`src/rtl/ttwu_pkg.sv`:
```
// Package for the toroidal tile window update block.
// Holds field widths, fixed constants and the sequencer enums.
// No dependencies.
package ttwu_pkg;

    // Field widths
    localparam int CAM_W   = 24;
    localparam int TILE_W  = 21;
    localparam int LEVEL_W = 3;
    localparam int SLOT_W  = 6;

    // Default ring size
    localparam int DEF_GRID_SIZE = 7;

    // Tile width is 5 << (10 - level), so the floor division becomes an
    // arithmetic shift followed by a divide by five.
    localparam logic [3:0]         BASE_SHIFT = 4'd10;
    localparam int                 TILE_DIV   = 5;
    localparam logic [LEVEL_W-1:0] MAX_LEVEL  = 3'd6;
    localparam logic [LEVEL_W-1:0] ZOOM_RESET = 3'd4;

    localparam int RESET_CENTRE = -1000000;
    localparam int FORCE_CENTRE = -10000;

    // Shared divider: operands are 20-bit signed, biased up by d << 19 so
    // that the divide runs unsigned on 23 bits.
    localparam int VAL_W       = 20;
    localparam int U_W         = 23;
    localparam int OFS_SHIFT   = VAL_W - 1;
    localparam int RECIP_SHIFT = 32;

    // Input op codes
    localparam logic OP_UPDATE = 1'b0;
    localparam logic OP_FORCE  = 1'b1;

    typedef enum logic [2:0] {
        S_IDLE,
        S_MUL,
        S_FIX,
        S_CMP,
        S_PREP,
        S_WALK,
        S_DRAIN
    } ttwu_state_t;

    // Operation of the shared divider
    typedef enum logic [1:0] {
        DOP_DIVX,
        DOP_DIVY,
        DOP_MODX,
        DOP_MODY
    } ttwu_dop_t;

endpackage

```
`src/rtl/toroidal_tile_window_update_top.sv`:
```
// Top level of the toroidal tile window update block.
// Depends on ttwu_pkg (widths, constants, state and divider enums).
//
// Usage:
//   s_ channel: one transfer per camera position. s_tdata holds cam_x in
//   [23:0] and cam_y in [47:24]; s_tuser is the op (0 update, 1 force).
//   m_ channel: one transfer per reassigned slot, m_tlast on the final
//   slot of a run. An input that leaves the centre tile unchanged gives
//   no transfer at all.
//   cfg_wr_en / cfg_wr_data write zoom_level; write it only while idle.
// Sequence: an item whose centre tile is unchanged ends after the centre
//   compare; any other item goes on to the wrap offsets and the slot walk.
//   The cost is set by the single multiply/correct divider, used twice for
//   the centre and twice more for the wrap offsets, each use a multiply
//   step then a correct step, and by the slot walk that visits one slot per
//   cycle while the receiver keeps up. s_tready is high only between items,
//   so a new input waits until the last one is through.
// Reset (aresetn low, synchronous): stored centre goes to -1000000,
//   zoom_level to 4, all queued results are dropped.
// A stalled receiver holds the walk: the output register keeps its
//   transfer and the walk resumes once m_tready returns.
module toroidal_tile_window_update_top
    import ttwu_pkg::*;
#(
    parameter int GRID_SIZE = DEF_GRID_SIZE
) (
    input  logic               aclk,
    input  logic               aresetn,
    input  logic               cfg_wr_en,
    input  logic [LEVEL_W-1:0] cfg_wr_data,
    input  logic               s_tvalid,
    output logic               s_tready,
    input  logic [47:0]        s_tdata,   // cam_x[23:0], cam_y[47:24]
    input  logic               s_tuser,   // op
    output logic               m_tvalid,
    input  logic               m_tready,
    output logic [55:0]        m_tdata,   // slot_index[5:0], tile_x[26:6],
                                          // tile_y[47:27], tile_level[50:48]
    output logic               m_tlast    // last_of_run
);

    localparam int IDX_W      = $clog2(GRID_SIZE);
    localparam int SLOT_CNT_W = $clog2(GRID_SIZE * GRID_SIZE);
    localparam int HALF       = GRID_SIZE / 2;
    localparam int D_W        = 24;
    localparam int PROD_W     = U_W + RECIP_SHIFT;
    localparam int ITEM_W     = SLOT_W + 2 * TILE_W + LEVEL_W;

    localparam logic [RECIP_SHIFT-1:0] RECIP5 =
        RECIP_SHIFT'((64'd1 << RECIP_SHIFT) / TILE_DIV);
    localparam logic [RECIP_SHIFT-1:0] RECIPG =
        RECIP_SHIFT'((64'd1 << RECIP_SHIFT) / GRID_SIZE);
    localparam logic [U_W-1:0] OFS5 = U_W'(TILE_DIV << OFS_SHIFT);
    localparam logic [U_W-1:0] OFSG = U_W'(GRID_SIZE << OFS_SHIFT);
    localparam logic [U_W-1:0] BIAS = U_W'(1 << OFS_SHIFT);

    localparam int RESET_WRAP_I =
        (((RESET_CENTRE - HALF) % GRID_SIZE) + GRID_SIZE) % GRID_SIZE;
    localparam int FORCE_WRAP_I =
        (((FORCE_CENTRE - HALF) % GRID_SIZE) + GRID_SIZE) % GRID_SIZE;
    localparam logic [IDX_W-1:0] RESET_WRAP = IDX_W'(RESET_WRAP_I);
    localparam logic [IDX_W-1:0] FORCE_WRAP = IDX_W'(FORCE_WRAP_I);
    localparam logic [IDX_W-1:0] IDX_LAST   = IDX_W'(GRID_SIZE - 1);

    ttwu_state_t state_reg, state_next;
    ttwu_dop_t   dop_reg;

    logic [LEVEL_W-1:0] zoom_reg;
    logic [LEVEL_W-1:0] level_reg;
    logic signed [VAL_W-1:0] sx_reg, sy_reg;

    logic [PROD_W-1:0] prod_reg;
    logic [U_W-1:0]    u_reg;

    logic signed [TILE_W-1:0] cx_reg, cy_reg;      // new centre
    logic [IDX_W-1:0]         nwr_x_reg, nwr_y_reg;
    logic signed [TILE_W-1:0] cen_x_reg, cen_y_reg; // stored centre
    logic [IDX_W-1:0]         cwr_x_reg, cwr_y_reg;

    logic signed [D_W-1:0] dx_reg, dy_reg, bx_reg, by_reg;

    logic [IDX_W-1:0]      i_reg, j_reg;
    logic [SLOT_CNT_W-1:0] slot_reg;

    logic              pend_valid_reg;
    logic [ITEM_W-1:0] pend_data_reg;
    logic              out_valid_reg;
    logic [ITEM_W-1:0] out_data_reg;
    logic              out_last_reg;

    // Input side
    logic                    accept;
    logic [LEVEL_W-1:0]      lvl_in;
    logic [3:0]              shamt;
    logic signed [CAM_W-1:0] cam_x, cam_y;
    logic signed [VAL_W-1:0] sx_in, sy_in;

    assign cam_x  = s_tdata[CAM_W-1:0];
    assign cam_y  = s_tdata[2*CAM_W-1:CAM_W];
    assign lvl_in = (zoom_reg > MAX_LEVEL) ? MAX_LEVEL : zoom_reg;
    assign shamt  = BASE_SHIFT - {1'b0, lvl_in};
    assign sx_in  = VAL_W'(cam_x >>> shamt);
    assign sy_in  = VAL_W'(cam_y >>> shamt);

    // Shared divider datapath
    logic signed [VAL_W-1:0] opnd;
    logic                    is_div5;
    logic [U_W-1:0]          div_sel, ofs_sel, u_in, q0, dq, r0, q_fix, r_fix;
    logic [RECIP_SHIFT-1:0]  recip_sel;
    logic                    fix;
    logic signed [TILE_W-1:0] q_signed;

    always_comb begin
        case (dop_reg)
            DOP_DIVX: opnd = sx_reg;
            DOP_DIVY: opnd = sy_reg;
            DOP_MODX: opnd = VAL_W'(cx_reg) - VAL_W'(HALF);
            default:  opnd = VAL_W'(cy_reg) - VAL_W'(HALF);
        endcase
    end

    assign is_div5   = (dop_reg == DOP_DIVX) || (dop_reg == DOP_DIVY);
    assign div_sel   = is_div5 ? U_W'(TILE_DIV) : U_W'(GRID_SIZE);
    assign ofs_sel   = is_div5 ? OFS5 : OFSG;
    assign recip_sel = is_div5 ? RECIP5 : RECIPG;
    assign u_in      = U_W'(opnd) + ofs_sel;

    // Reciprocal estimate is exact or one low; one compare corrects it
    assign q0       = U_W'(prod_reg >> RECIP_SHIFT);
    assign dq       = U_W'(q0 * div_sel);
    assign r0       = u_reg - dq;
    assign fix      = (r0 >= div_sel);
    assign q_fix    = fix ? q0 + U_W'(1) : q0;
    assign r_fix    = fix ? r0 - div_sel : r0;
    assign q_signed = TILE_W'(q_fix - BIAS);

    // Per-slot evaluation
    logic signed [D_W-1:0] rel_x, rel_y, nx, ny;
    logic                  miss_x, miss_y, hit, last_slot;
    logic [ITEM_W-1:0]     new_item;

    assign rel_x = dx_reg + D_W'(i_reg)
                 + ((i_reg < cwr_x_reg) ? D_W'(GRID_SIZE) : D_W'(0));
    assign rel_y = dy_reg + D_W'(j_reg)
                 + ((j_reg < cwr_y_reg) ? D_W'(GRID_SIZE) : D_W'(0));
    assign nx    = bx_reg + D_W'(i_reg)
                 + ((i_reg < nwr_x_reg) ? D_W'(GRID_SIZE) : D_W'(0));
    assign ny    = by_reg + D_W'(j_reg)
                 + ((j_reg < nwr_y_reg) ? D_W'(GRID_SIZE) : D_W'(0));

    // Negative values are caught by the sign bit, the rest by the signed compare
    assign miss_x    = rel_x[D_W-1] || (rel_x >= D_W'(GRID_SIZE));
    assign miss_y    = rel_y[D_W-1] || (rel_y >= D_W'(GRID_SIZE));
    assign hit       = miss_x || miss_y;
    assign last_slot = (i_reg == IDX_LAST) && (j_reg == IDX_LAST);
    assign new_item  = {level_reg, TILE_W'(ny), TILE_W'(nx), SLOT_W'(slot_reg)};

    // Sequencer: next state
    always_comb begin
        state_next = state_reg;
        unique case (state_reg)
            S_IDLE: begin
                if (s_tvalid) state_next = S_MUL;
            end
            S_MUL: state_next = S_FIX;
            S_FIX: begin
                if (dop_reg == DOP_DIVY)      state_next = S_CMP;
                else if (dop_reg == DOP_MODY) state_next = S_PREP;
                else                          state_next = S_MUL;
            end
            S_CMP: begin
                if (cx_reg == cen_x_reg && cy_reg == cen_y_reg) state_next = S_IDLE;
                else                                             state_next = S_MUL;
            end
            S_PREP: state_next = S_WALK;
            S_WALK: begin
                if ((!out_valid_reg || m_tready) && last_slot) state_next = S_DRAIN;
            end
            S_DRAIN: begin
                if (!out_valid_reg || m_tready) state_next = S_IDLE;
            end
            default: state_next = S_IDLE;
        endcase
    end

    // Sequencer: outputs
    logic out_free, walk_go, drain_go, load_out;

    always_comb begin
        s_tready = (state_reg == S_IDLE);
        out_free = !out_valid_reg || m_tready;
        walk_go  = (state_reg == S_WALK) && out_free;
        drain_go = (state_reg == S_DRAIN) && out_free;
        load_out = (walk_go && hit && pend_valid_reg) || (drain_go && pend_valid_reg);
    end

    assign accept = s_tvalid && s_tready;

    // Control state
    always_ff @(posedge aclk) begin
        if (!aresetn) begin
            state_reg      <= S_IDLE;
            dop_reg        <= DOP_DIVX;
            zoom_reg       <= ZOOM_RESET;
            cen_x_reg      <= TILE_W'(RESET_CENTRE);
            cen_y_reg      <= TILE_W'(RESET_CENTRE);
            cwr_x_reg      <= RESET_WRAP;
            cwr_y_reg      <= RESET_WRAP;
            pend_valid_reg <= 1'b0;
            out_valid_reg  <= 1'b0;
        end else begin
            state_reg <= state_next;
            if (cfg_wr_en) zoom_reg <= cfg_wr_data;

            if (accept) begin
                dop_reg <= DOP_DIVX;
                if (s_tuser == OP_FORCE) begin
                    cen_x_reg <= TILE_W'(FORCE_CENTRE);
                    cen_y_reg <= TILE_W'(FORCE_CENTRE);
                    cwr_x_reg <= FORCE_WRAP;
                    cwr_y_reg <= FORCE_WRAP;
                end
            end else if (state_reg == S_FIX) begin
                if (dop_reg == DOP_DIVX)      dop_reg <= DOP_DIVY;
                else if (dop_reg == DOP_MODX) dop_reg <= DOP_MODY;
            end else if (state_reg == S_CMP) begin
                dop_reg <= DOP_MODX;
            end

            if (walk_go && hit) begin
                pend_valid_reg <= 1'b1;
            end else if (drain_go) begin
                pend_valid_reg <= 1'b0;
            end

            // Stored centre moves once the run is out
            if (drain_go) begin
                cen_x_reg <= cx_reg;
                cen_y_reg <= cy_reg;
                cwr_x_reg <= nwr_x_reg;
                cwr_y_reg <= nwr_y_reg;
            end

            if (load_out)      out_valid_reg <= 1'b1;
            else if (m_tready) out_valid_reg <= 1'b0;
        end
    end

    // Datapath
    always_ff @(posedge aclk) begin
        if (accept) begin
            level_reg <= lvl_in;
            sx_reg    <= sx_in;
            sy_reg    <= sy_in;
        end

        if (state_reg == S_MUL) begin
            prod_reg <= PROD_W'(u_in) * PROD_W'(recip_sel);
            u_reg    <= u_in;
        end

        if (state_reg == S_FIX) begin
            case (dop_reg)
                DOP_DIVX: cx_reg    <= q_signed;
                DOP_DIVY: cy_reg    <= q_signed;
                DOP_MODX: nwr_x_reg <= IDX_W'(r_fix);
                default:  nwr_y_reg <= IDX_W'(r_fix);
            endcase
        end

        if (state_reg == S_PREP) begin
            // old window start minus its wrap, relative to the new start
            dx_reg   <= D_W'(cen_x_reg) - D_W'(cwr_x_reg) - D_W'(cx_reg);
            dy_reg   <= D_W'(cen_y_reg) - D_W'(cwr_y_reg) - D_W'(cy_reg);
            bx_reg   <= D_W'(cx_reg) - D_W'(HALF) - D_W'(nwr_x_reg);
            by_reg   <= D_W'(cy_reg) - D_W'(HALF) - D_W'(nwr_y_reg);
            i_reg    <= '0;
            j_reg    <= '0;
            slot_reg <= '0;
        end

        if (walk_go) begin
            if (i_reg == IDX_LAST) begin
                i_reg <= '0;
                j_reg <= j_reg + IDX_W'(1);
            end else begin
                i_reg <= i_reg + IDX_W'(1);
            end
            slot_reg <= slot_reg + SLOT_CNT_W'(1);
            if (hit) pend_data_reg <= new_item;
        end

        // One-deep hold-back so the final slot can carry tlast
        if (load_out) begin
            out_data_reg <= pend_data_reg;
            out_last_reg <= drain_go;
        end
    end

    assign m_tvalid = out_valid_reg;
    assign m_tdata  = {(56 - ITEM_W)'(0), out_data_reg};
    assign m_tlast  = out_last_reg;

`ifndef SYNTHESIS
    a_busy_after_accept: assert property (@(posedge aclk) disable iff (!aresetn)
        accept |=> !s_tready)
        else $error("input accepted twice in a row");

    a_pend_in_walk: assert property (@(posedge aclk) disable iff (!aresetn)
        pend_valid_reg |-> (state_reg == S_WALK || state_reg == S_DRAIN))
        else $error("held slot outside of a walk");

    a_div_correct: assert property (@(posedge aclk) disable iff (!aresetn)
        (state_reg == S_FIX) |-> (r0 < (div_sel << 1)))
        else $error("reciprocal estimate off by more than one");

    a_walk_range: assert property (@(posedge aclk) disable iff (!aresetn)
        (state_reg == S_WALK) |-> (i_reg <= IDX_LAST && j_reg <= IDX_LAST))
        else $error("slot counter out of range");
`endif

endmodule

```
`config.mk`:
```
export PLATFORM = sky130hd
export DESIGN_NAME = toroidal_tile_window_update_top
export DESIGN_NICKNAME = d
export VERILOG_FILES = /design/src/rtl/ttwu_pkg.sv /design/src/rtl/toroidal_tile_window_update_top.sv
export SDC_FILE = /design/constraint.sdc
export NUM_CORES = 1
export LEC_CHECK = 0
export BUFFER_PORTS_ARGS = -buffer_cell sky130_fd_sc_hd__clkbuf_2
export CORE_UTILIZATION = 40
export CTS_CLUSTER_SIZE = 20
export DETAILED_ROUTE_END_ITERATION = 8
export PLACE_DENSITY = 0.57
export SYNTH_ARGS = -nofsm -noshare
export SYNTH_HDL_FRONTEND = slang
export SYNTH_SLANG_ARGS = --single-unit
```
`constraint.sdc`:
```
create_clock -name aclk -period 14.7 [get_ports aclk]
set_input_delay 2.94 -clock aclk [delete_from_list [all_inputs] [get_ports aclk]]
set_output_delay 2.94 -clock aclk [all_outputs]
set_load 0.005 [all_outputs]
```
==> flow_summary.ini, run 1 <==
[run_status]
status = finished clean

[cells_and_area]
drive_above_1_share_pct = 8.11
layout_common_cells = inv_1 (665), ha_1 (381), edfxtp_1 (333)
finalInstanceArea_um2 = 38800
syn_to_final_growth_pct = 9.95
final_common_cell = inv_1
num_antenna_cells = 0
nets = 4272

[die]
ioPinCount = 116
row_count = 108
initial_utilization_pct = 40.5
die_w_um = 299
die_height_um = 299
die_area_um2 = 89400
fp.coreArea_um2 = 87000

[synthesis]
synth-warning-count = 0
synth-main-ff-cell = edfxtp_1
synth_edf_count = 333
syn_area_um2 = 35300
synth_fa_ha_area_share_pct = 31.6
ys_ff_latch = 394
synth_top_family_by_area = adder cells
synth_cells = 3384
synth_area_per_cell_um2 = 10.4
synthSimpleGateAreaFrac_pct = 9.93
synth_cell_types = 90
synthXorXnorAreaFrac_pct = 4.98
async_flop_share_pct = 0
synth_mux_area_share_pct = 4.97
synth_compound_area_share_pct = 8.50
seq_area_frac_synth_pct = 31.8

[critical_path]
crit_path_max_incr_delay_ps = 730
required_ps = 15020
reg2reg_from = dop_reg[0]
crit_path_start_kind = flip-flop
crit_path_end_kind = flip-flop
worstPathArrival_ps = 11140
reg2reg_slack_ps = 3880
critical_path_class = flip-flop to flip-flop
cpMaxStageDelayCell = nand2b_1
crit_path_start = dop_reg[0]
cp_max_fo = 37

[cts]
cts_tree = built
clock-root-buffer = clkbuf_16
cts_made_buffers = 46
max-clock-path-buffers = 3
clk_pin_slew_worst_paths_ps = 60
cts_setup_buffers = 0
clock_sink_count = 394
htreeDepth = 2
post_cts_resized = 0
hold_buffers = 0
insertion_delay_ps = 590

[global_route]
grt_pass1_vias = 24600
use_met2_pct = 36.2
grt_use_met1_pct = 27.1
grt_max_degree = 81
track_usage_pct = 21.0
grt_pass1_wl_mm = 143
met3_usage_pct = 2.21
grt_overflow = 0
top_usage_layer = met2
antenna_found_initial = 0

[timing]
tightest_slew_ps = 1050
clock_skew_ps = 28.7
rsz0062_at_grt = no
fin_crit_ps = 10820
finalSetupTns_ps = 0
drv_slew = 0
layout_worst_path_cycle_share_pct = 73.6
slew_headroom_pct = 29.8
hold_viol_final = 0
max_freq_mhz = 92.4
setup_viol = 0

[routing]
via_per_inst = 5.04
routedWlPerCell_um = 19.6
wirelength_mm = 92.2
num_vias = 23700
drc = 0
ant_nets = 0
drt-pass1-iter-count = 5
drt_iter0_markers = 1276

[placement]
place.gp.congestion = 0.896
placed_cell_area_um2 = 37300
portBuffers = 110
dp_hpwl_mm = 76.7

[min_path]
hp-class = flip-flop to flip-flop
hp-start = pend_data_reg[3]

[flow_run]
cap_violations = 0
layer usage:
layer / part of all wire [%] / vias up
li1: - / 11600
met1: 44 / 11500
met2: 49 / 480
met3: 3.6 / 141
met4: 3.8 / 0
met5: 0 / -
stage by stage:
stage	util (%)	cells	hold WS, ps	worst slack (ps)
finish	44.6	4705	414	3880
global route	44.6	4705	420	3280
floorplan	-	3423	400	5600
CTS	44.6	4705	419	3970
global placement	42.9	4622	401	4210
detailed placement	42.9	4622	406	4030
critical path, delay by kind of cell (launching register included):
| family | cells | cell delay, ps |
|---|---|---|
| xor gates and xnor gates | 1 | 390 |
| DFF | 1 | 310 |
| and+or+nand+nor | 5 | 1310 |
| muxes | 1 | 340 |
| AOI/OAI and AO/OA | 12 | 3740 |
| adders and majority gates | 8 | 3650 |
| buffers and inverters | 7 | 800 |
area by class of cell:
class / count / area, µm²
clock inverter: 27 / 267
fill: 8371 / 48200
clock buffer: 56 / 1220
multi-input combinational: 2271 / 21400
tap: 1155 / 1450
inverter: 667 / 2500
timing repair buffer: 135 / 738
sequential: 394 / 11200
path summary, 6_finish.rpt:
| check | endpoint | cells past startpoint |
|---|---|---|
| setup / recovery | prod_reg[52] | 34 |
| hold / removal | out_data_reg[3] | 0 |
| hold reg to reg | out_data_reg[3] | 0 |
| setup reg to reg | prod_reg[52] | 34 |
logic make-up (layout without fill, tap and decap cells):
family | count (synthesis) | count (layout)
muxes | 170 | 170
other | 2 | 41
buffers and inverters | 758 | 885
xor gates and xnor gates | 199 | 199
DFF | 394 | 394
adders and majority gates | 700 | 700
AOI/OAI and AO/OA | 454 | 454
and+or+nand+nor | 707 | 707
cells in the mapped netlist, types with 24 or more instances:
master	count	area [µm²]
a21o_1	40	300
a21oi_1	133	666
clkbuf_1	68	255
dfxtp_1	61	1220
edfxtp_1	333	10000
fa_1	318	6370
ha_1	382	4780
inv_1	667	2500
mux2i_1	146	1460
nand2_1	228	856
nand2b_1	31	194
nand3_1	49	245
nand4_1	44	275
nor2_1	134	503
nor2b_1	39	244
nor3_1	53	265
nor4_1	24	150
o21ai_0	83	415
xnor2_1	127	1110
xor2_1	71	622
Power of run 1 is not shown: default switching activity piles up to over one toggle a cycle in this logic, so the estimate is an artifact.
==> inputs of run 2 (changes only) <==
clock period = 10.2 ns   (was 14.7 ns; I/O delays follow)
==> run 2 against run 1 <==
  * Hold slack better by 1.3 ps
  * Count of clock-buffer cells in the layout down 4
  * Critical path depth rose by 4
  * Global-route usage about the same
  * Highest routed layer unchanged
  * Setup slack got worse by 3100 ps
  * Sequential share of layout area shrank 0.12 points
  * Core utilization is 0.19 points higher
  * Cell count grew 0.19%
  * Register-to-register slack lost 3100 ps
  * Die area stayed put
  * First-iteration DRC count up 6.6%
==> flow_summary.ini, run 2 (synthesis results as in run 1) <==
[placement]
placed_cell_area_um2 = 37400
place.gp.congestion = 0.917
dp_hpwl_mm = 76.9
dp_slack_ps = 427
portBuffers = 110

[critical_path]
crit_path_max_incr_delay_ps = 540
critical_path.most_common_cell = inv_1
cp_max_fo = 15
worstPathArrival_ps = 9730
critical_path_class = flip-flop to flip-flop
cpMaxStageDelayCell = fa_1
crit_path_end_kind = flip-flop
crit_path_start_kind = flip-flop
reg2reg_from = dop_reg[1]
required_ps = 10510
crit_path_start = dop_reg[1]

[die]
die_area_um2 = 89400
fp.coreArea_um2 = 87000
die_w_um = 299
die_height_um = 299
ioPinCount = 116
initial_utilization_pct = 40.5
row_count = 108

[routing]
wirelength_mm = 92.1
num_vias = 23800
routedWlPerCell_um = 19.5
highest_layer = met4
drt_iter0_markers = 1360
ant_nets = 0
dr_wl_met3_mm = 3.40
wl_met1_mm = 40.5
via_per_inst = 5.06
wl_met2_mm = 45.7
drt-pass1-iter-count = 6
drc = 0

[global_route]
grt_pass1_vias = 24400
track_usage_pct = 21.0
grt_pass1_wl_mm = 143
antenna_found_initial = 0
grt_overflow = 0
grt_max_degree = 73

[flow_run]
cap_violations = 0

[timing]
tightest_slew_ps = 1120
max_freq_mhz = 106
slew_headroom_pct = 25.3
layout_worst_path_cycle_share_pct = 92.4
clock_skew_ps = 60.2
hold_viol_final = 0
fin_crit_ps = 9430
fin_ws_ps = 772
rsz0062_at_grt = no
drv_slew = 0
finalSetupTns_ps = 0
setup_viol = 0

[cts]
insertion_delay_ps = 610
clock-root-buffer = clkbuf_16
clk_pin_slew_worst_paths_ps = 60
htreeDepth = 2
cts_setup_buffers = 0
max-clock-path-buffers = 3
post_cts_resized = 0
cts_tree = built
clock_sink_count = 394
cts_made_buffers = 46
hold_buffers = 0

[cells_and_area]
num_antenna_cells = 0
finalInstanceArea_um2 = 39000
postLayoutCoreUtil_pct = 44.8
drive_above_1_share_pct = 8.37
final_common_cell = inv_1
nets = 4279
syn_to_final_growth_pct = 10.4
layout_common_cells = inv_1 (665), ha_1 (381), edfxtp_1 (333)

[min_path]
hp-start = pend_data_reg[40]
hp-class = flip-flop to flip-flop

[run_status]
status = finished clean
==> run 2: worst paths after layout <==
check / endpoint / slack (ps) / cells past startpoint
setup reg to reg: prod_reg[52] / 770 / 38
hold reg to reg: out_data_reg[40] / 420 / 0
setup / recovery: prod_reg[52] / 770 / 38
hold / removal: out_data_reg[40] / 420 / 0
==> run 2: layout make-up <==
| class | count | area (µm²) |
|---|---|---|
| multi-input combinational | 2271 | 21400 |
| sequential | 394 | 11200 |
| inverter | 667 | 2500 |
| clock buffer | 52 | 1170 |
| tap | 1155 | 1450 |
| clock inverter | 33 | 400 |
| fill | 8331 | 48100 |
| timing repair buffer | 142 | 791 |
==> run 2: per-stage QoR <==
step	hold slack, ps	cells
after detailed placement	405	4629
final	416	4714
after CTS	417	4714
after global placement	400	4629
after floorplan	400	3423
after global routing	419	4714
==> run 2: worst max-delay path, delay by kind of cell, from the launching register on <==
| kind | cells | cell delay [ps] |
|---|---|---|
| AOI/OAI and AO/OA | 13 | 2900 |
| and+or+nand+nor | 5 | 710 |
| xor gates and xnor gates | 1 | 290 |
| adders and majority gates | 9 | 3840 |
| buffers and inverters | 10 | 1060 |
| DFF | 1 | 320 |
==> run 2: routing by layer <==
layer / global-route usage [%] / vias to the layer above
met5: 0 / -
met4: 5.72 / 0
met3: 1.90 / 120
met2: 37.0 / 526
met1: 27.4 / 11600
li1: - / 11600
Power of run 2 is left out for the same reason.
